**config.mk**
```make
export PLATFORM = sky130hd
export DESIGN_NAME = rbfl_ctrl
export DESIGN_NICKNAME = d
export VERILOG_FILES = /design/src/sv/rbfl_pkg.sv /design/src/sv/rbfl_ctrl.sv
export SDC_FILE = /design/constraint.sdc
export NUM_CORES = 1
export LEC_CHECK = 0
export BUFFER_PORTS_ARGS = -buffer_cell sky130_fd_sc_hd__buf_2
export CORE_AREA = 2 2 39 41
export DETAILED_ROUTE_END_ITERATION = 8
export DIE_AREA = 0 0 41 43
export GPL_ROUTABILITY_DRIVEN = 0
export SYNTH_ARGS = -nofsm -noshare
export SYNTH_HDL_FRONTEND = slang
export SYNTH_SLANG_ARGS = --single-unit
```
**constraint.sdc**
```tcl
create_clock -name i_clk -period 1.7 [get_ports i_clk]
set_input_delay 0.34 -clock i_clk [delete_from_list [all_inputs] [get_ports i_clk]]
set_output_delay 0.34 -clock i_clk [all_outputs]
set_load 0.005 [all_outputs]
```
**src/sv/rbfl_pkg.sv**
```systemverilog
// Package for the ring buffer: sizes, command codes and controller commands.
// No dependencies.
`timescale 1ns / 1ps

package rbfl_pkg;

    localparam int DEPTH      = 256;
    localparam int DATA_WIDTH = 32;
    localparam int ADDR_W     = $clog2(DEPTH);
    localparam int CNT_W      = $clog2(DEPTH + 1);
    localparam int CMD_W      = 3;
    localparam int POS_W      = 8;

    typedef enum logic [CMD_W-1:0] {
        CMD_WRITE    = 3'd0,
        CMD_POP_OLD  = 3'd1,
        CMD_POP_NEW  = 3'd2,
        CMD_PEEK_OLD = 3'd3,
        CMD_PEEK_NEW = 3'd4
    } t_cmd;

    typedef struct packed {
        logic accept;
        logic load;
    } t_dp_cmd;

    typedef struct packed {
        logic rd_ok;
    } t_dp_stat;

endpackage

```
**src/sv/rbfl_ctrl.sv**
```systemverilog
// Controller for the ring buffer: accept, wait for the memory read, load result.
// Depends on rbfl_pkg.
`timescale 1ns / 1ps

module rbfl_ctrl (
    input  logic              i_clk,
    input  logic              i_rst_n,
    input  logic              i_in_valid,
    output logic              o_in_ready,
    output logic              o_out_valid,
    input  logic              i_out_ready,
    input  rbfl_pkg::t_dp_stat i_stat,
    output rbfl_pkg::t_dp_cmd o_cmd
);
    import rbfl_pkg::*;

    typedef enum logic [1:0] {
        S_IDLE = 2'b01,
        S_DONE = 2'b10
    } t_state;

    t_state r_state, n_state;
    logic   r_out_valid, n_out_valid;

    always_comb begin
        n_state    = r_state;
        o_in_ready = 1'b0;
        o_cmd      = '0;
        unique case (r_state)
            S_IDLE: begin
                o_in_ready   = 1'b1;
                o_cmd.accept = i_in_valid;
                if (i_in_valid) begin
                    n_state = S_DONE;
                end
            end
            S_DONE: begin
                o_cmd.load = i_stat.rd_ok && (!r_out_valid || i_out_ready);
                if (o_cmd.load) begin
                    n_state = S_IDLE;
                end
            end
            default: begin
                n_state = S_IDLE;
            end
        endcase
        if (o_cmd.load) begin
            n_out_valid = 1'b1;
        end else if (i_out_ready) begin
            n_out_valid = 1'b0;
        end else begin
            n_out_valid = r_out_valid;
        end
    end

    always_ff @(posedge i_clk) begin
        if (!i_rst_n) begin
            r_state     <= S_IDLE;
            r_out_valid <= 1'b0;
        end else begin
            r_state     <= n_state;
            r_out_valid <= n_out_valid;
        end
    end

    assign o_out_valid = r_out_valid;

endmodule

```
==> run metrics <==
layer with the highest usage=met4; syn nets=19; xor-xnor portion of the synthesized cell area=0%; CORE AREA=1380 µm²; IO Pins=9; GRT Residual Overflow=0; area leader, netlist=dfxtp_1; min Tclk post-route=1.29 ns; post-cts hold buffer count=0; Startpoint Class=flop; CP required=1.36 ns; leakage power=0.103 nW; dpl ws=~0.52 ns; Syn Area/Cell=10.1 µm²; CP peak stage delay=roughly 0.38 ns; Wirelength per Cell=6.44 µm; total negative slack=0 ns; initial antenna violation count=0; Worst-Skew Late Latency=0.23 ns; final setup violation count=0; endpoint class of the critical path=output pin; CP max stage cell=dfxtp_1; TritonCTS clock tree=done; DR pass1 iterations=1; number of global-route vias before repair=154; period utilization=76.1%; Sink Count=3; f_max=773 MHz; pin count of the biggest net entering global routing=4; leading post-synthesis cells by cell area=dfxtp_1, nor2b_4, nand2b_1, and2_4, a21boi_1; Internal Power=178 µW; row cnt=14; Slew @ Worst Pin=about 0.16 ns; CTS Root Cell=clkbuf_4; Seq pwr share=a little over a third; max-slew violations=0; initial DRC count=0; skew final=0.00233 ns; unrepaired setup endpoints after global routing=no; Final Hold Vio Count=0; combinational power share=11.0%; grt met3 use=3.14%; Seq/Total Area, Yosys=42.5%; crit path DAT=0.95 ns; status=finished, final reports clean; Yosys top cell area share=42.5%; post-CTS resize count=0; Mapped Area=between 100 and 150 µm²; setup ws final=0.406 ns; Switch Pwr=44.6 µW; max-cap viol count=0; multiplexer share of the synthesized area=0%; # diodes=0; met1 usage=3.51%; largest family of logic cells by synthesized area=simple AND/OR/NAND/NOR gates; die width=a little over 40 µm; Initial Util=10.2%; area of the die=1760 µm²; crit path kind=flop to output pin; vias per inst=3.02; share of cells above drive strength 1=between 50% and 60%; grt met2 use=6.88%; via count=124; port bufs=8; Layout area overhead=55.8%; worst path cell trace=nand3b_1, nor2b_1, buf_2; Warnings, synthesis=0; Syn Inst Count=14; CTS clock-pin slew for the worst setup and hold paths=0.04 ns; compound-gate portion of the synthesized area=17.7%; Die Y=43 µm; post-CTS setup buffers=0; Slew HR=89.1%; Adder-Cell Fraction of Synth Area=0%; Hold Crit Class=input pin to flop; first-pass GRT wire length=510 µm; gr usage total=between 5 and 6%; Synth Area in Simple Gates=34.5%; routed wire length=between 200 and 300 µm; maximum VDD drop=0.000184 V; power per cell area=1010 nW/µm²; #FFs+latches synth=3; Antenna Nets Post-Route=0; Worst Path Max Fanout=3; DRC viols=0; fin nets=31; Max Root-Sink Buffers=2; Netlist cell types=11; clock network power share=54.3%; CTS H-tree lvls=1; total CTS buffers=3; Net Sw Frac=20.0%
-- layer usage --
layer  vias up  wire (µm)
met1        54         77
li1         68          -
met3         0         14
met2         2        173
met5         -          0
met4         0          0
-- per-stage QoR --
step	power, mW	hold slack, ns	instances	util, %	area, µm²
CTS	0.230	0.308	41	15.9	220
detailed placement	0.104	0.516	37	14.0	194
global route	0.248	0.308	41	15.9	220
finish	0.223	0.311	41	15.9	220
global placement	0.103	0.511	37	14.0	194
floorplan	0.0921	0.420	14	-	141
-- power by group through the flow --
stage	Combinational, mW	Sequential [mW]	Clock, mW
final	0.0246	0.0773	0.121
after detailed placement	0.0252	0.0784	0
after global routing	0.0275	0.0781	0.143
after floorplan	0.0141	0.0779	0
after global placement	0.0249	0.0782	0
after CTS	0.0254	0.0773	0.127
-- path summary, 6_finish.rpt --
kind                                               start                        to  slack (ns)  cells after the start
worst min-delay path                             i_rst_n   r_state[0]$_SDFFE_PN1P_        0.31                      2
worst min register to register  o_out_valid$_SDFFE_PN0P_  o_out_valid$_SDFFE_PN0P_        0.51                      2
worst max register to register   r_state[1]$_SDFFE_PN0P_   r_state[1]$_SDFFE_PN0P_        0.81                      3
worst max-delay path             r_state[1]$_SDFFE_PN0P_                  o_cmd[0]        0.41                      3
-- registers in the layout (all words and copies together), names as in the netlist --
signal       flops
o_out_valid      1
r_state          2
-- kinds of logic (layout without fill, tap and decap cells) --
| family | Yosys count | after routing |
|---|---|---|
| simple gates | 6 | 6 |
| compound gates | 4 | 4 |
| flops | 3 | 3 |
| buf+inv | 1 | 12 |
-- cell usage after synthesis, drive strengths merged --
library cell / n
dfxtp: 3
nand2b: 2
nor2b: 2
a21boi: 1
a21oi: 1
and2: 1
buf: 1
nand3b: 1
o21a: 1
o21ai: 1
-- cell usage in the layout (no fill, tap or decap) --
cell type,instances
a21boi_1,1
a21oi_1,1
and2_4,1
buf_2,8
clkbuf_1,1
clkbuf_4,3
dfxtp_1,3
nand2b_1,2
nand3b_1,1
nor2b_1,1
nor2b_4,1
o21a_1,1
o21ai_1,1
-- worst max-delay path: cells and delay by family, from the launching register on --
family / cells / cell delay (ns)
and+or+nand+nor: 2 / 0.23
buffers and inverters: 1 / 0.11
DFF: 1 / 0.38
-- layout make-up --
cell class	instances	area (µm²)
timing repair buffer	8	40.0
clock buffer	4	26.3
sequential	3	60.1
multi-input combinational	10	73.8
fill	163	1160
tap	16	20.0
Note: power is estimated with default switching activity, not from simulation.
